`src/hdl/aqsts_pkg.sv`:
```
`default_nettype none

package aqsts_pkg;

    localparam int STEPS      = 16;
    localparam int CHANNELS   = 4;
    localparam int ARM_INPUTS = 4;

    localparam int SAMPLE_W  = 15;
    localparam int TICKS_W   = 16;
    localparam int LIGHTS_W  = 4;
    localparam int STEP_OUT_W = 5;
    localparam int STEP_W    = $clog2(STEPS + 1);
    localparam int QUARTER_W = STEP_W - 2;
    localparam int CFG_IDX_W = 4;
    localparam int CFG_DATA_W = 16;

    localparam logic [CFG_IDX_W-1:0] REG_GATE_MODE   = CFG_IDX_W'(0);
    localparam logic [CFG_IDX_W-1:0] REG_PULSE_TICKS = CFG_IDX_W'(1);

    localparam logic [TICKS_W-1:0] PULSE_TICKS_RESET = TICKS_W'(48);

    localparam logic signed [SAMPLE_W-1:0] RISE_MV = 15'sd1000;
    localparam logic signed [SAMPLE_W-1:0] FALL_MV = 15'sd0;

    typedef struct packed {
        logic level;
        logic rise;
    } trig_t;

    // sequencer decisions for one tick
    typedef struct packed {
        logic                 reset_edge;
        logic                 clock_edge;
        logic                 quarter_hit;
        logic [QUARTER_W-1:0] quarter;
    } seq_ctl_t;

    // what one lane needs for one tick
    typedef struct packed {
        logic               upd;
        logic               reset_edge;
        logic               fire;
        logic               close;
        logic               gate_mode;
        logic [TICKS_W-1:0] pulse_ticks;
    } lane_ctl_t;

    function automatic trig_t schmitt(input logic level,
                                      input logic signed [SAMPLE_W-1:0] mv);
        trig_t r;
        r.level = level;
        r.rise  = 1'b0;
        if (level)
        begin
            if (mv <= FALL_MV)
            begin
                r.level = 1'b0;
            end
        end
        else if (mv >= RISE_MV)
        begin
            r.level = 1'b1;
            r.rise  = 1'b1;
        end
        return r;
    endfunction

endpackage

`default_nettype wire

```
`src/hdl/aqsts_if.sv`:
```
`default_nettype none

interface aqsts_in_if;
    logic                                   valid;
    logic                                   ready;
    logic signed [aqsts_pkg::SAMPLE_W-1:0]  clock_sample;
    logic                                   clock_connected;
    logic signed [aqsts_pkg::SAMPLE_W-1:0]  reset_sample;
    logic                                   reset_connected;
    logic signed [aqsts_pkg::SAMPLE_W-1:0]  arm_sample_0;
    logic signed [aqsts_pkg::SAMPLE_W-1:0]  arm_sample_1;
    logic signed [aqsts_pkg::SAMPLE_W-1:0]  arm_sample_2;
    logic signed [aqsts_pkg::SAMPLE_W-1:0]  arm_sample_3;
    logic [aqsts_pkg::ARM_INPUTS-1:0]       arm_buttons;

    modport source (output valid, clock_sample, clock_connected, reset_sample,
                    reset_connected, arm_sample_0, arm_sample_1, arm_sample_2,
                    arm_sample_3, arm_buttons, input ready);
    modport sink (input valid, clock_sample, clock_connected, reset_sample,
                  reset_connected, arm_sample_0, arm_sample_1, arm_sample_2,
                  arm_sample_3, arm_buttons, output ready);
endinterface

interface aqsts_out_if;
    logic                                 valid;
    logic                                 ready;
    logic [aqsts_pkg::LIGHTS_W-1:0]       gate_out;
    logic [aqsts_pkg::LIGHTS_W-1:0]       armed_lights;
    logic [aqsts_pkg::STEP_OUT_W-1:0]     step_now;

    modport source (output valid, gate_out, armed_lights, step_now, input ready);
    modport sink (input valid, gate_out, armed_lights, step_now, output ready);
endinterface

interface aqsts_cfg_if;
    logic                                 valid;
    logic                                 ready;
    logic [aqsts_pkg::CFG_IDX_W-1:0]      index;
    logic [aqsts_pkg::CFG_DATA_W-1:0]     data;

    modport source (output valid, index, data, input ready);
    modport sink (input valid, index, data, output ready);
endinterface

`default_nettype wire

```
`src/hdl/armed_quarter_step_trigger_sequencer_unit.sv`:
```
// A result word is registered when its tick is accepted. Throughput: one tick
// per cycle while ready is high; all lanes and the step counter update in the
// accept cycle. A two-deep output buffer keeps input ready while one word waits.
// Reset (rst_n low, asynchronous): step 0, armed, gate and pulse counts clear,
// all triggers high, gate_mode 0, pulse_ticks 48, output buffer empty.
`default_nettype none

module armed_quarter_step_trigger_sequencer_unit (
    input  wire logic    clk,
    input  wire logic    rst_n,
    aqsts_in_if.sink     in_ch,
    aqsts_out_if.source  out_ch,
    aqsts_cfg_if.sink    cfg
);

    logic                               accept;
    logic                               in_ready;
    logic                               gate_mode_reg;
    logic [aqsts_pkg::TICKS_W-1:0]      pulse_ticks_reg;
    aqsts_pkg::seq_ctl_t                seq;
    logic [aqsts_pkg::STEP_W-1:0]       step_next;
    logic [aqsts_pkg::STEP_W-1:0]       step_q;
    logic [aqsts_pkg::CHANNELS-1:0]     lane_gates;
    logic [aqsts_pkg::CHANNELS-1:0]     lane_armed;
    logic signed [aqsts_pkg::SAMPLE_W-1:0] arm_mv [aqsts_pkg::ARM_INPUTS];

    assign in_ch.ready = in_ready;
    assign accept      = in_ch.valid && in_ready;
    assign cfg.ready   = 1'b1;

    always_ff @(posedge clk or negedge rst_n)
    begin
        if (!rst_n)
        begin
            gate_mode_reg   <= 1'b0;
            pulse_ticks_reg <= aqsts_pkg::PULSE_TICKS_RESET;
        end
        else if (cfg.valid)
        begin
            unique case (cfg.index)
                aqsts_pkg::REG_GATE_MODE:
                begin
                    gate_mode_reg <= cfg.data[0];
                end
                aqsts_pkg::REG_PULSE_TICKS:
                begin
                    pulse_ticks_reg <= cfg.data[aqsts_pkg::TICKS_W-1:0];
                end
                default:
                begin
                end
            endcase
        end
    end

    aqsts_clock u_clock (
        .clk             (clk),
        .rst_n           (rst_n),
        .upd             (accept),
        .clock_sample    (in_ch.clock_sample),
        .clock_connected (in_ch.clock_connected),
        .reset_sample    (in_ch.reset_sample),
        .reset_connected (in_ch.reset_connected),
        .ctl             (seq),
        .step_next       (step_next),
        .step_q          (step_q)
    );

    assign arm_mv[0] = in_ch.arm_sample_0;
    assign arm_mv[1] = in_ch.arm_sample_1;
    assign arm_mv[2] = in_ch.arm_sample_2;
    assign arm_mv[3] = in_ch.arm_sample_3;

    for (genvar i = 0; i < aqsts_pkg::CHANNELS; i++)
    begin : g_lane
        aqsts_pkg::lane_ctl_t                  lctl;
        logic signed [aqsts_pkg::SAMPLE_W-1:0] mv;
        logic                                  btn;

        // previous channel of quarter 0 is the last one
        assign lctl.upd         = accept;
        assign lctl.reset_edge  = seq.reset_edge;
        assign lctl.fire        = seq.quarter_hit && (32'(seq.quarter) == i);
        assign lctl.close       = seq.quarter_hit &&
                                  ((32'(seq.quarter) == i + 1) ||
                                   ((i == aqsts_pkg::CHANNELS - 1) && (seq.quarter == '0)));
        assign lctl.gate_mode   = gate_mode_reg;
        assign lctl.pulse_ticks = pulse_ticks_reg;

        if (i < aqsts_pkg::ARM_INPUTS)
        begin : g_arm
            assign mv  = arm_mv[i];
            assign btn = in_ch.arm_buttons[i];
        end
        else
        begin : g_noarm
            assign mv  = '0;
            assign btn = 1'b0;
        end

        aqsts_lane u_lane (
            .clk        (clk),
            .rst_n      (rst_n),
            .ctl        (lctl),
            .arm_mv     (mv),
            .arm_button (btn),
            .gate_bit   (lane_gates[i]),
            .armed_bit  (lane_armed[i])
        );
    end

    aqsts_merge u_merge (
        .clk        (clk),
        .rst_n      (rst_n),
        .upd        (accept),
        .lane_gates (lane_gates),
        .lane_armed (lane_armed),
        .step       (step_next),
        .in_ready   (in_ready),
        .out_ch     (out_ch)
    );

    a_ready_needs_word: assert property (@(posedge clk) disable iff (!rst_n)
        !in_ready |-> out_ch.valid)
        else $error("input stalled with no word on the output");

    a_step_range: assert property (@(posedge clk) disable iff (!rst_n)
        step_q <= aqsts_pkg::STEP_W'(aqsts_pkg::STEPS))
        else $error("step out of range");

    a_reset_step: assert property (@(posedge clk) disable iff (!rst_n)
        accept && seq.reset_edge && !seq.clock_edge
        |=> step_q == aqsts_pkg::STEP_W'(aqsts_pkg::STEPS))
        else $error("reset edge did not park the step");

    a_accept_fills: assert property (@(posedge clk) disable iff (!rst_n)
        accept |=> out_ch.valid)
        else $error("accepted tick produced no word");

endmodule

`default_nettype wire

```
`src/hdl/aqsts_clock.sv`:
```
`default_nettype none

module aqsts_clock (
    input  wire logic                                  clk,
    input  wire logic                                  rst_n,
    input  wire logic                                  upd,
    input  wire logic signed [aqsts_pkg::SAMPLE_W-1:0] clock_sample,
    input  wire logic                                  clock_connected,
    input  wire logic signed [aqsts_pkg::SAMPLE_W-1:0] reset_sample,
    input  wire logic                                  reset_connected,
    output aqsts_pkg::seq_ctl_t                        ctl,
    output logic [aqsts_pkg::STEP_W-1:0]               step_next,
    output logic [aqsts_pkg::STEP_W-1:0]               step_q
);

    logic                          clk_trig_reg;
    logic                          clk_trig_next;
    logic                          rst_trig_reg;
    logic                          rst_trig_next;
    logic [aqsts_pkg::STEP_W-1:0]  step_reg;

    always_comb
    begin
        aqsts_pkg::trig_t            rt;
        aqsts_pkg::trig_t            ct;
        logic [aqsts_pkg::STEP_W:0]  inc;
        logic [aqsts_pkg::STEP_W-1:0] s;

        rt = aqsts_pkg::schmitt(rst_trig_reg, reset_sample);
        ct = aqsts_pkg::schmitt(clk_trig_reg, clock_sample);
        if (!reset_connected)
        begin
            rt.level = rst_trig_reg;
            rt.rise  = 1'b0;
        end
        if (!clock_connected)
        begin
            ct.level = clk_trig_reg;
            ct.rise  = 1'b0;
        end
        rst_trig_next = rt.level;
        clk_trig_next = ct.level;

        s   = rt.rise ? aqsts_pkg::STEP_W'(aqsts_pkg::STEPS) : step_reg;
        inc = {1'b0, s} + 1'b1;
        if (ct.rise)
        begin
            if (inc >= (aqsts_pkg::STEP_W + 1)'(aqsts_pkg::STEPS))
            begin
                s = '0;
            end
            else
            begin
                s = inc[aqsts_pkg::STEP_W-1:0];
            end
        end
        step_next = s;

        ctl.reset_edge  = rt.rise;
        ctl.clock_edge  = ct.rise;
        ctl.quarter_hit = ct.rise && (s[1:0] == 2'b00);
        ctl.quarter     = s[aqsts_pkg::STEP_W-1:2];
    end

    always_ff @(posedge clk or negedge rst_n)
    begin
        if (!rst_n)
        begin
            clk_trig_reg <= 1'b1;
            rst_trig_reg <= 1'b1;
            step_reg     <= '0;
        end
        else if (upd)
        begin
            clk_trig_reg <= clk_trig_next;
            rst_trig_reg <= rst_trig_next;
            step_reg     <= step_next;
        end
    end

    assign step_q = step_reg;

endmodule

`default_nettype wire

```
`src/hdl/aqsts_lane.sv`:
```
`default_nettype none

module aqsts_lane (
    input  wire logic                                  clk,
    input  wire logic                                  rst_n,
    input  wire aqsts_pkg::lane_ctl_t                  ctl,
    input  wire logic signed [aqsts_pkg::SAMPLE_W-1:0] arm_mv,
    input  wire logic                                  arm_button,
    output logic                                       gate_bit,
    output logic                                       armed_bit
);

    logic                           trig_reg;
    logic                           trig_next;
    logic                           armed_reg;
    logic                           armed_next;
    logic                           gate_reg;
    logic                           gate_next;
    logic [aqsts_pkg::TICKS_W-1:0]  pulse_reg;
    logic [aqsts_pkg::TICKS_W-1:0]  pulse_next;

    always_comb
    begin
        aqsts_pkg::trig_t              at;
        logic                          armed1;
        logic                          gate1;
        logic [aqsts_pkg::TICKS_W-1:0] pulse1;
        logic                          active;

        armed1 = ctl.reset_edge ? 1'b0 : armed_reg;
        gate1  = ctl.reset_edge ? 1'b0 : gate_reg;
        pulse1 = pulse_reg;

        if (ctl.close)
        begin
            gate1 = 1'b0;
        end
        if (ctl.fire && armed1)
        begin
            if (pulse_reg < ctl.pulse_ticks)
            begin
                pulse1 = ctl.pulse_ticks;
            end
            if (ctl.gate_mode)
            begin
                gate1 = 1'b1;
            end
            armed1 = 1'b0;
        end

        at = aqsts_pkg::schmitt(ctl.reset_edge | trig_reg, arm_mv);
        trig_next  = at.level;
        armed_next = armed1 | arm_button | at.rise;
        gate_next  = gate1;

        active     = (pulse1 != '0);
        pulse_next = active ? pulse1 - 1'b1 : pulse1;

        gate_bit  = active | gate1;
        armed_bit = armed_next;
    end

    always_ff @(posedge clk or negedge rst_n)
    begin
        if (!rst_n)
        begin
            trig_reg  <= 1'b1;
            armed_reg <= 1'b0;
            gate_reg  <= 1'b0;
            pulse_reg <= '0;
        end
        else if (ctl.upd)
        begin
            trig_reg  <= trig_next;
            armed_reg <= armed_next;
            gate_reg  <= gate_next;
            pulse_reg <= pulse_next;
        end
    end

endmodule

`default_nettype wire

```
`src/hdl/aqsts_merge.sv`:
```
`default_nettype none

// gathers lane results into one word, two-deep output buffer
module aqsts_merge (
    input  wire logic                                clk,
    input  wire logic                                rst_n,
    input  wire logic                                upd,
    input  wire logic [aqsts_pkg::CHANNELS-1:0]      lane_gates,
    input  wire logic [aqsts_pkg::CHANNELS-1:0]      lane_armed,
    input  wire logic [aqsts_pkg::STEP_W-1:0]        step,
    output logic                                     in_ready,
    aqsts_out_if.source                              out_ch
);

    typedef struct packed {
        logic [aqsts_pkg::LIGHTS_W-1:0]   gates;
        logic [aqsts_pkg::LIGHTS_W-1:0]   lights;
        logic [aqsts_pkg::STEP_OUT_W-1:0] step;
    } word_t;

    word_t word_new;
    word_t out_reg;
    word_t skid_reg;
    logic  out_valid_reg;
    logic  skid_valid_reg;
    logic [aqsts_pkg::STEP_W+aqsts_pkg::STEP_OUT_W-1:0] step_ext;

    for (genvar j = 0; j < aqsts_pkg::LIGHTS_W; j++)
    begin : g_pack
        if (j < aqsts_pkg::CHANNELS)
        begin : g_lane
            assign word_new.gates[j]  = lane_gates[j];
            assign word_new.lights[j] = lane_armed[j];
        end
        else
        begin : g_none
            assign word_new.gates[j]  = 1'b0;
            assign word_new.lights[j] = 1'b0;
        end
    end

    assign step_ext      = (aqsts_pkg::STEP_W + aqsts_pkg::STEP_OUT_W)'(step);
    assign word_new.step = step_ext[aqsts_pkg::STEP_OUT_W-1:0];

    assign in_ready = !skid_valid_reg;

    always_ff @(posedge clk or negedge rst_n)
    begin
        if (!rst_n)
        begin
            out_valid_reg  <= 1'b0;
            skid_valid_reg <= 1'b0;
        end
        else if (out_valid_reg && !out_ch.ready)
        begin
            if (upd)
            begin
                skid_reg       <= word_new;
                skid_valid_reg <= 1'b1;
            end
        end
        else if (skid_valid_reg)
        begin
            out_reg        <= skid_reg;
            out_valid_reg  <= 1'b1;
            skid_valid_reg <= 1'b0;
        end
        else
        begin
            out_valid_reg <= upd;
            if (upd)
            begin
                out_reg <= word_new;
            end
        end
    end

    assign out_ch.valid        = out_valid_reg;
    assign out_ch.gate_out     = out_reg.gates;
    assign out_ch.armed_lights = out_reg.lights;
    assign out_ch.step_now     = out_reg.step;

endmodule

`default_nettype wire
```
`src/flat_wrapper.sv`:
```
// flat-port wrapper written by rule: the top's interface ports become plain ports
module armed_quarter_step_trigger_sequencer_unit_flat 
  (clk, rst_n, in_ch_valid, in_ch_clock_sample, in_ch_clock_connected, in_ch_reset_sample, in_ch_reset_connected, in_ch_arm_sample_0, in_ch_arm_sample_1, in_ch_arm_sample_2, in_ch_arm_sample_3, in_ch_arm_buttons, in_ch_ready, out_ch_valid, out_ch_gate_out, out_ch_armed_lights, out_ch_step_now, out_ch_ready, cfg_valid, cfg_index, cfg_data, cfg_ready);
  aqsts_in_if in_ch_i ();
  aqsts_out_if out_ch_i ();
  aqsts_cfg_if cfg_i ();
  input  wire logic clk;
  input  wire logic rst_n;
  input wire logic [$bits(in_ch_i.valid)-1:0] in_ch_valid;
  input wire logic [$bits(in_ch_i.clock_sample)-1:0] in_ch_clock_sample;
  input wire logic [$bits(in_ch_i.clock_connected)-1:0] in_ch_clock_connected;
  input wire logic [$bits(in_ch_i.reset_sample)-1:0] in_ch_reset_sample;
  input wire logic [$bits(in_ch_i.reset_connected)-1:0] in_ch_reset_connected;
  input wire logic [$bits(in_ch_i.arm_sample_0)-1:0] in_ch_arm_sample_0;
  input wire logic [$bits(in_ch_i.arm_sample_1)-1:0] in_ch_arm_sample_1;
  input wire logic [$bits(in_ch_i.arm_sample_2)-1:0] in_ch_arm_sample_2;
  input wire logic [$bits(in_ch_i.arm_sample_3)-1:0] in_ch_arm_sample_3;
  input wire logic [$bits(in_ch_i.arm_buttons)-1:0] in_ch_arm_buttons;
  output wire logic [$bits(in_ch_i.ready)-1:0] in_ch_ready;
  output wire logic [$bits(out_ch_i.valid)-1:0] out_ch_valid;
  output wire logic [$bits(out_ch_i.gate_out)-1:0] out_ch_gate_out;
  output wire logic [$bits(out_ch_i.armed_lights)-1:0] out_ch_armed_lights;
  output wire logic [$bits(out_ch_i.step_now)-1:0] out_ch_step_now;
  input wire logic [$bits(out_ch_i.ready)-1:0] out_ch_ready;
  input wire logic [$bits(cfg_i.valid)-1:0] cfg_valid;
  input wire logic [$bits(cfg_i.index)-1:0] cfg_index;
  input wire logic [$bits(cfg_i.data)-1:0] cfg_data;
  output wire logic [$bits(cfg_i.ready)-1:0] cfg_ready;
  assign in_ch_i.valid = in_ch_valid;
  assign in_ch_i.clock_sample = in_ch_clock_sample;
  assign in_ch_i.clock_connected = in_ch_clock_connected;
  assign in_ch_i.reset_sample = in_ch_reset_sample;
  assign in_ch_i.reset_connected = in_ch_reset_connected;
  assign in_ch_i.arm_sample_0 = in_ch_arm_sample_0;
  assign in_ch_i.arm_sample_1 = in_ch_arm_sample_1;
  assign in_ch_i.arm_sample_2 = in_ch_arm_sample_2;
  assign in_ch_i.arm_sample_3 = in_ch_arm_sample_3;
  assign in_ch_i.arm_buttons = in_ch_arm_buttons;
  assign in_ch_ready = in_ch_i.ready;
  assign out_ch_valid = out_ch_i.valid;
  assign out_ch_gate_out = out_ch_i.gate_out;
  assign out_ch_armed_lights = out_ch_i.armed_lights;
  assign out_ch_step_now = out_ch_i.step_now;
  assign out_ch_i.ready = out_ch_ready;
  assign cfg_i.valid = cfg_valid;
  assign cfg_i.index = cfg_index;
  assign cfg_i.data = cfg_data;
  assign cfg_ready = cfg_i.ready;
  armed_quarter_step_trigger_sequencer_unit u_core (.clk(clk), .rst_n(rst_n), .in_ch(in_ch_i), .out_ch(out_ch_i), .cfg(cfg_i));
endmodule
```
`config.mk`:
```
export PLATFORM = sky130hd
export DESIGN_NAME = armed_quarter_step_trigger_sequencer_unit_flat
export DESIGN_NICKNAME = d
export VERILOG_FILES = /design/src/hdl/aqsts_pkg.sv /design/src/hdl/aqsts_if.sv /design/src/hdl/armed_quarter_step_trigger_sequencer_unit.sv /design/src/hdl/aqsts_clock.sv /design/src/hdl/aqsts_lane.sv /design/src/hdl/aqsts_merge.sv /design/src/flat_wrapper.sv
export SDC_FILE = /design/constraint.sdc
export NUM_CORES = 1
export LEC_CHECK = 0
export ABC_AREA = 1
export BUFFER_PORTS_ARGS = -buffer_cell sky130_fd_sc_hd__buf_2
export CORE_MARGIN = 10
export CORE_UTILIZATION = 60
export DETAILED_ROUTE_END_ITERATION = 8
export HOLD_SLACK_MARGIN = 0.12
export PLACE_DENSITY = 0.81
export SLEW_MARGIN = 0
export SYNTH_ARGS = -nofsm -noshare
export SYNTH_HDL_FRONTEND = slang
export SYNTH_SLANG_ARGS = --single-unit
```
`constraint.sdc`:
```
create_clock -name clk -period 3.7 [get_ports clk]
set_input_delay 0.37 -clock clk [delete_from_list [all_inputs] [get_ports clk]]
set_output_delay 0.37 -clock clk [all_outputs]
set_load 0.02 [all_outputs]
```
==> impl_metrics.env <==
export IMPL_core_area_um2=17800
export IMPL_p_comb_share_pct=53.4
export IMPL_r2r_slack_ns=0.17
export IMPL_grt_overflow_total=0
export IMPL_max_stage_delay_ns=0.54
export IMPL_synth_ff_type="dfrtp_1"
export IMPL_p_int_mw=4.33
export IMPL_die_h_um=154
export IMPL_crit_required_ns=4.02
export IMPL_dr_pass1_iters=6
export IMPL_whs_ns=0.169
export IMPL_relSlewSlack_pct=31.5
export IMPL_dieArea_um2=23800
export IMPL_grt_pass1_vias=10700
export IMPL_pwr_density_cell_nw_per_um2=663
export IMPL_via_per_inst=5.78
export IMPL_start_kind="register"
export IMPL_synthMostInstantiatedCell="nand2_1"
export IMPL_cts_made_buffers=17
export IMPL_cp_end_kind="register"
export IMPL_ir_drop_v=0.000429
export IMPL_synth_edff_count=26
export IMPL_largest_register_ffs=64
export IMPL_yosysSeqAreaShare_pct=30.9
export IMPL_rows=49
export IMPL_finClkSkew_ns=0.00884
export IMPL_root_buffer="clkbuf_16"
export IMPL_io_pins=137
export IMPL_maxSlewViolCount=0
export IMPL_path_clk_slew_ns=0.06
export IMPL_die_x_um=154
export IMPL_fin_util_pct=71.0
export IMPL_postRouteAntennaNets=0
export IMPL_ys_ff_latch=128
export IMPL_tns_ns=0
export IMPL_hp_start="cfg_data[4]"
export IMPL_start_util_pct=60.7
export IMPL_wl_per_cell_um=16.2
export IMPL_dp_hpwl_mm=24.1
export IMPL_status="completed"
export IMPL_clockBufferDepth=2
export IMPL_p_leak_nw=6.43
export IMPL_crit_slowest_cell="dfstp_2"
export IMPL_place_area_um2=11900
export IMPL_synth_cell_area_um2=10800
export IMPL_critPathKind="register to register"
export IMPL_grt_max_degree=72
export IMPL_synth_top_area_share_pct=21.7
export IMPL_clock_sinks=128
export IMPL_ys_warnings_count=0
export IMPL_final_area_um2=12700
export IMPL_holdCritPathClass="primary input to register"
export IMPL_p_sw_mw=4.08
export IMPL_clockPowerShare_pct=19.3
export IMPL_finalSetupViolations=0
export IMPL_hold_viol_final=0
export IMPL_netlist_cell_type_count=43
export IMPL_async_flop_share_pct=79.7
export IMPL_tritoncts="built"
export IMPL_synthTopCellsByArea="dfrtp_1 22%, nand2_1 19%, ha_1 8.0%"
export IMPL_remaining_drc_errors=0
export IMPL_htree_levels=4
export IMPL_whs_endpoint="u_core.pulse_ticks_reg[4]"
export IMPL_layout_nets=1965
export IMPL_syn_inst=1613
export IMPL_cpMostUsedCell="nand2_1"
export IMPL_synth_common_cells="551 x nand2_1, 144 x nor2_1, 140 x nand3_1, 125 x inv_1, 104 x o21ai_0"
export IMPL_yosys_area_top_type="dfrtp_1"
export IMPL_min_period_over_period_pct=95.5
export IMPL_cp_num_buf_inv=3
export IMPL_synth_area_per_cell_um2=6.71
export IMPL_cp_arrival_ns=3.85
export IMPL_drive_above_1_share_pct=18.3
export IMPL_drt_iter0_drc=1145
export IMPL_switching_share_pct=48.5
export IMPL_groute_usage_overall_pct=26.6
export IMPL_crit_chain="clkinvlp_4, ha_1, a21oi_1, nand3b_1, nand2_1, o211ai_1, nand2_2, buf_4, nand2_1, o21ai_0, nand4_1, nand2_1, nor2_2, nand3_1, nor2_1, nand2_1, buf_4, nand3_1, nand2_1"
export IMPL_rr_startpoint="u_core.pulse_ticks_reg[5]"
export IMPL_routed_wirelength_mm=32.6
export IMPL_antenna_cells=0
export IMPL_worstRegToRegCells=19
export IMPL_fmax_ghz=0.283
export IMPL_antenna_found_initial=0
export IMPL_vias=11700
export IMPL_crit_fanout=12
export IMPL_port_buffers=135
export IMPL_insertion_delay_ns=0.44
export IMPL_grt_pass1_wl_mm=53.1
export IMPL_critPathTopFamily="simple AND/OR/NAND/NOR gates"
export IMPL_worstMarginPinSlew_ns=1.02
export IMPL_max_cap_viol_count=0
export IMPL_synth_fp_nets=1803
export IMPL_hold_path_depth=3
export IMPL_p_seq_share_pct=27.3
export IMPL_area_growth_syn_to_layout_pct=17.1
export IMPL_fin_crit_ns=3.53
export IMPL_timing_rr_end="u_core.g_lane[2].u_lane.pulse_reg[5]"
export IMPL_gp_congestion=0.999
[area by class of cell]
cell class | instances | area (um^2)
Inverter | 135 | 515
Sequential cell | 128 | 3340
Clock buffer | 17 | 425
Fill cell | 1515 | 5160
Multi-Input combinational cell | 1294 | 6760
Timing Repair Buffer | 199 | 1210
Tap cell | 229 | 287
Clock inverter | 15 | 135
[through the flow]
stage	cells	total power [mW]	setup slack, ns
after global routing	2017	9.15	-0.105
final	2017	8.41	0.168
after detailed placement	1972	6.58	0.0215
after CTS	2005	8.25	0.163
after floorplan	1613	5.42	0.365
after global placement	1972	6.47	0.122
[power by group through the flow]
stage | Combinational, mW | Clock (mW) | Sequential [mW]
floorplan | 3.26 | 0 | 2.15
global placement | 4.18 | 0 | 2.29
detailed placement | 4.29 | 0 | 2.30
CTS | 4.33 | 1.64 | 2.28
global route | 5.11 | 1.70 | 2.34
finish | 4.49 | 1.62 | 2.30
[tightest hold or removal path: cells and delay by family]
| kind | cells | cell delay (ns) |
|---|---|---|
| AND/OR/NAND/NOR | 1 | 0.09 |
| AO/OA/AOI/OAI | 1 | 0.05 |
| buffers and inverters | 1 | 0.09 |
[what timing repair did]
item                       in CTS  in global routing
hold endpoints to repair       29                  0
hold buffers                    1                  0
gates resized for setup         0                 22
buffers inserted                0                 10
setup endpoints to repair       0                 55
[placed cells by master (no fill, tap or decap), drive strengths merged, types with 2 or more instances in the layout]
cell / netlist / routed
o21a: 2 / 2
a21oi: 55 / 55
nand2: 573 / 573
nand4: 65 / 65
edfxtp: 26 / 26
o21ai: 110 / 110
buf: 24 / 197
inv: 130 / 132
o211ai: 5 / 5
nor4: 15 / 15
clkinvlp: 0 / 3
xnor2: 8 / 8
a41oi: 2 / 2
o31ai: 3 / 3
nor3: 9 / 9
nor2: 177 / 177
dfstp: 8 / 8
xor2: 20 / 20
ha: 69 / 69
clkinv: 5 / 14
nand3: 147 / 148
nand3b: 17 / 17
a31oi: 12 / 12
dfrtp: 94 / 94
clkbuf: 33 / 18
[metal layers]
metal / track usage (%) / wire length [um] / up-vias
met1: 35.1 / 13900 / 5328
li1: - / - / 5670
met3: 4.83 / 3070 / 62
met4: 9.31 / 749 / 0
met5: 0 / 0 / -
met2: 42.9 / 14800 / 591
[cells by family (layout without fill, tap and decap cells)]
family,count (synthesis),after routing,share of synthesized area [%]
compound gates,190,190,9.28
xor+xnor,28,28,2.27
fa+ha+maj,69,69,7.97
buf+inv,192,366,7.41
flops,128,128,30.9
other cells,1,1,0.0346
simple gates,1005,1006,42.2
[how the worst max path moves through the flow]
stage / start / to / slack, ns / depth (start not counted)
CTS: u_core.pulse_ticks_reg[5] / u_core.g_lane[2].u_lane.pulse_reg[5] / 0.16 / 19
finish: u_core.pulse_ticks_reg[5] / u_core.g_lane[2].u_lane.pulse_reg[5] / 0.17 / 19
global placement: in_ch_reset_sample[12] / u_core.u_merge.out_ch.gate_out[1] / 0.12 / 27
detailed placement: in_ch_reset_sample[12] / u_core.u_merge.out_ch.gate_out[2] / 0.02 / 25
floorplan: in_ch_reset_sample[12] / u_core.u_merge.out_ch.gate_out[1] / 0.37 / 27
global route: u_core.pulse_ticks_reg[5] / u_core.g_lane[2].u_lane.pulse_reg[7] / -0.11 / 19
(Power assumes the default switching activity.)
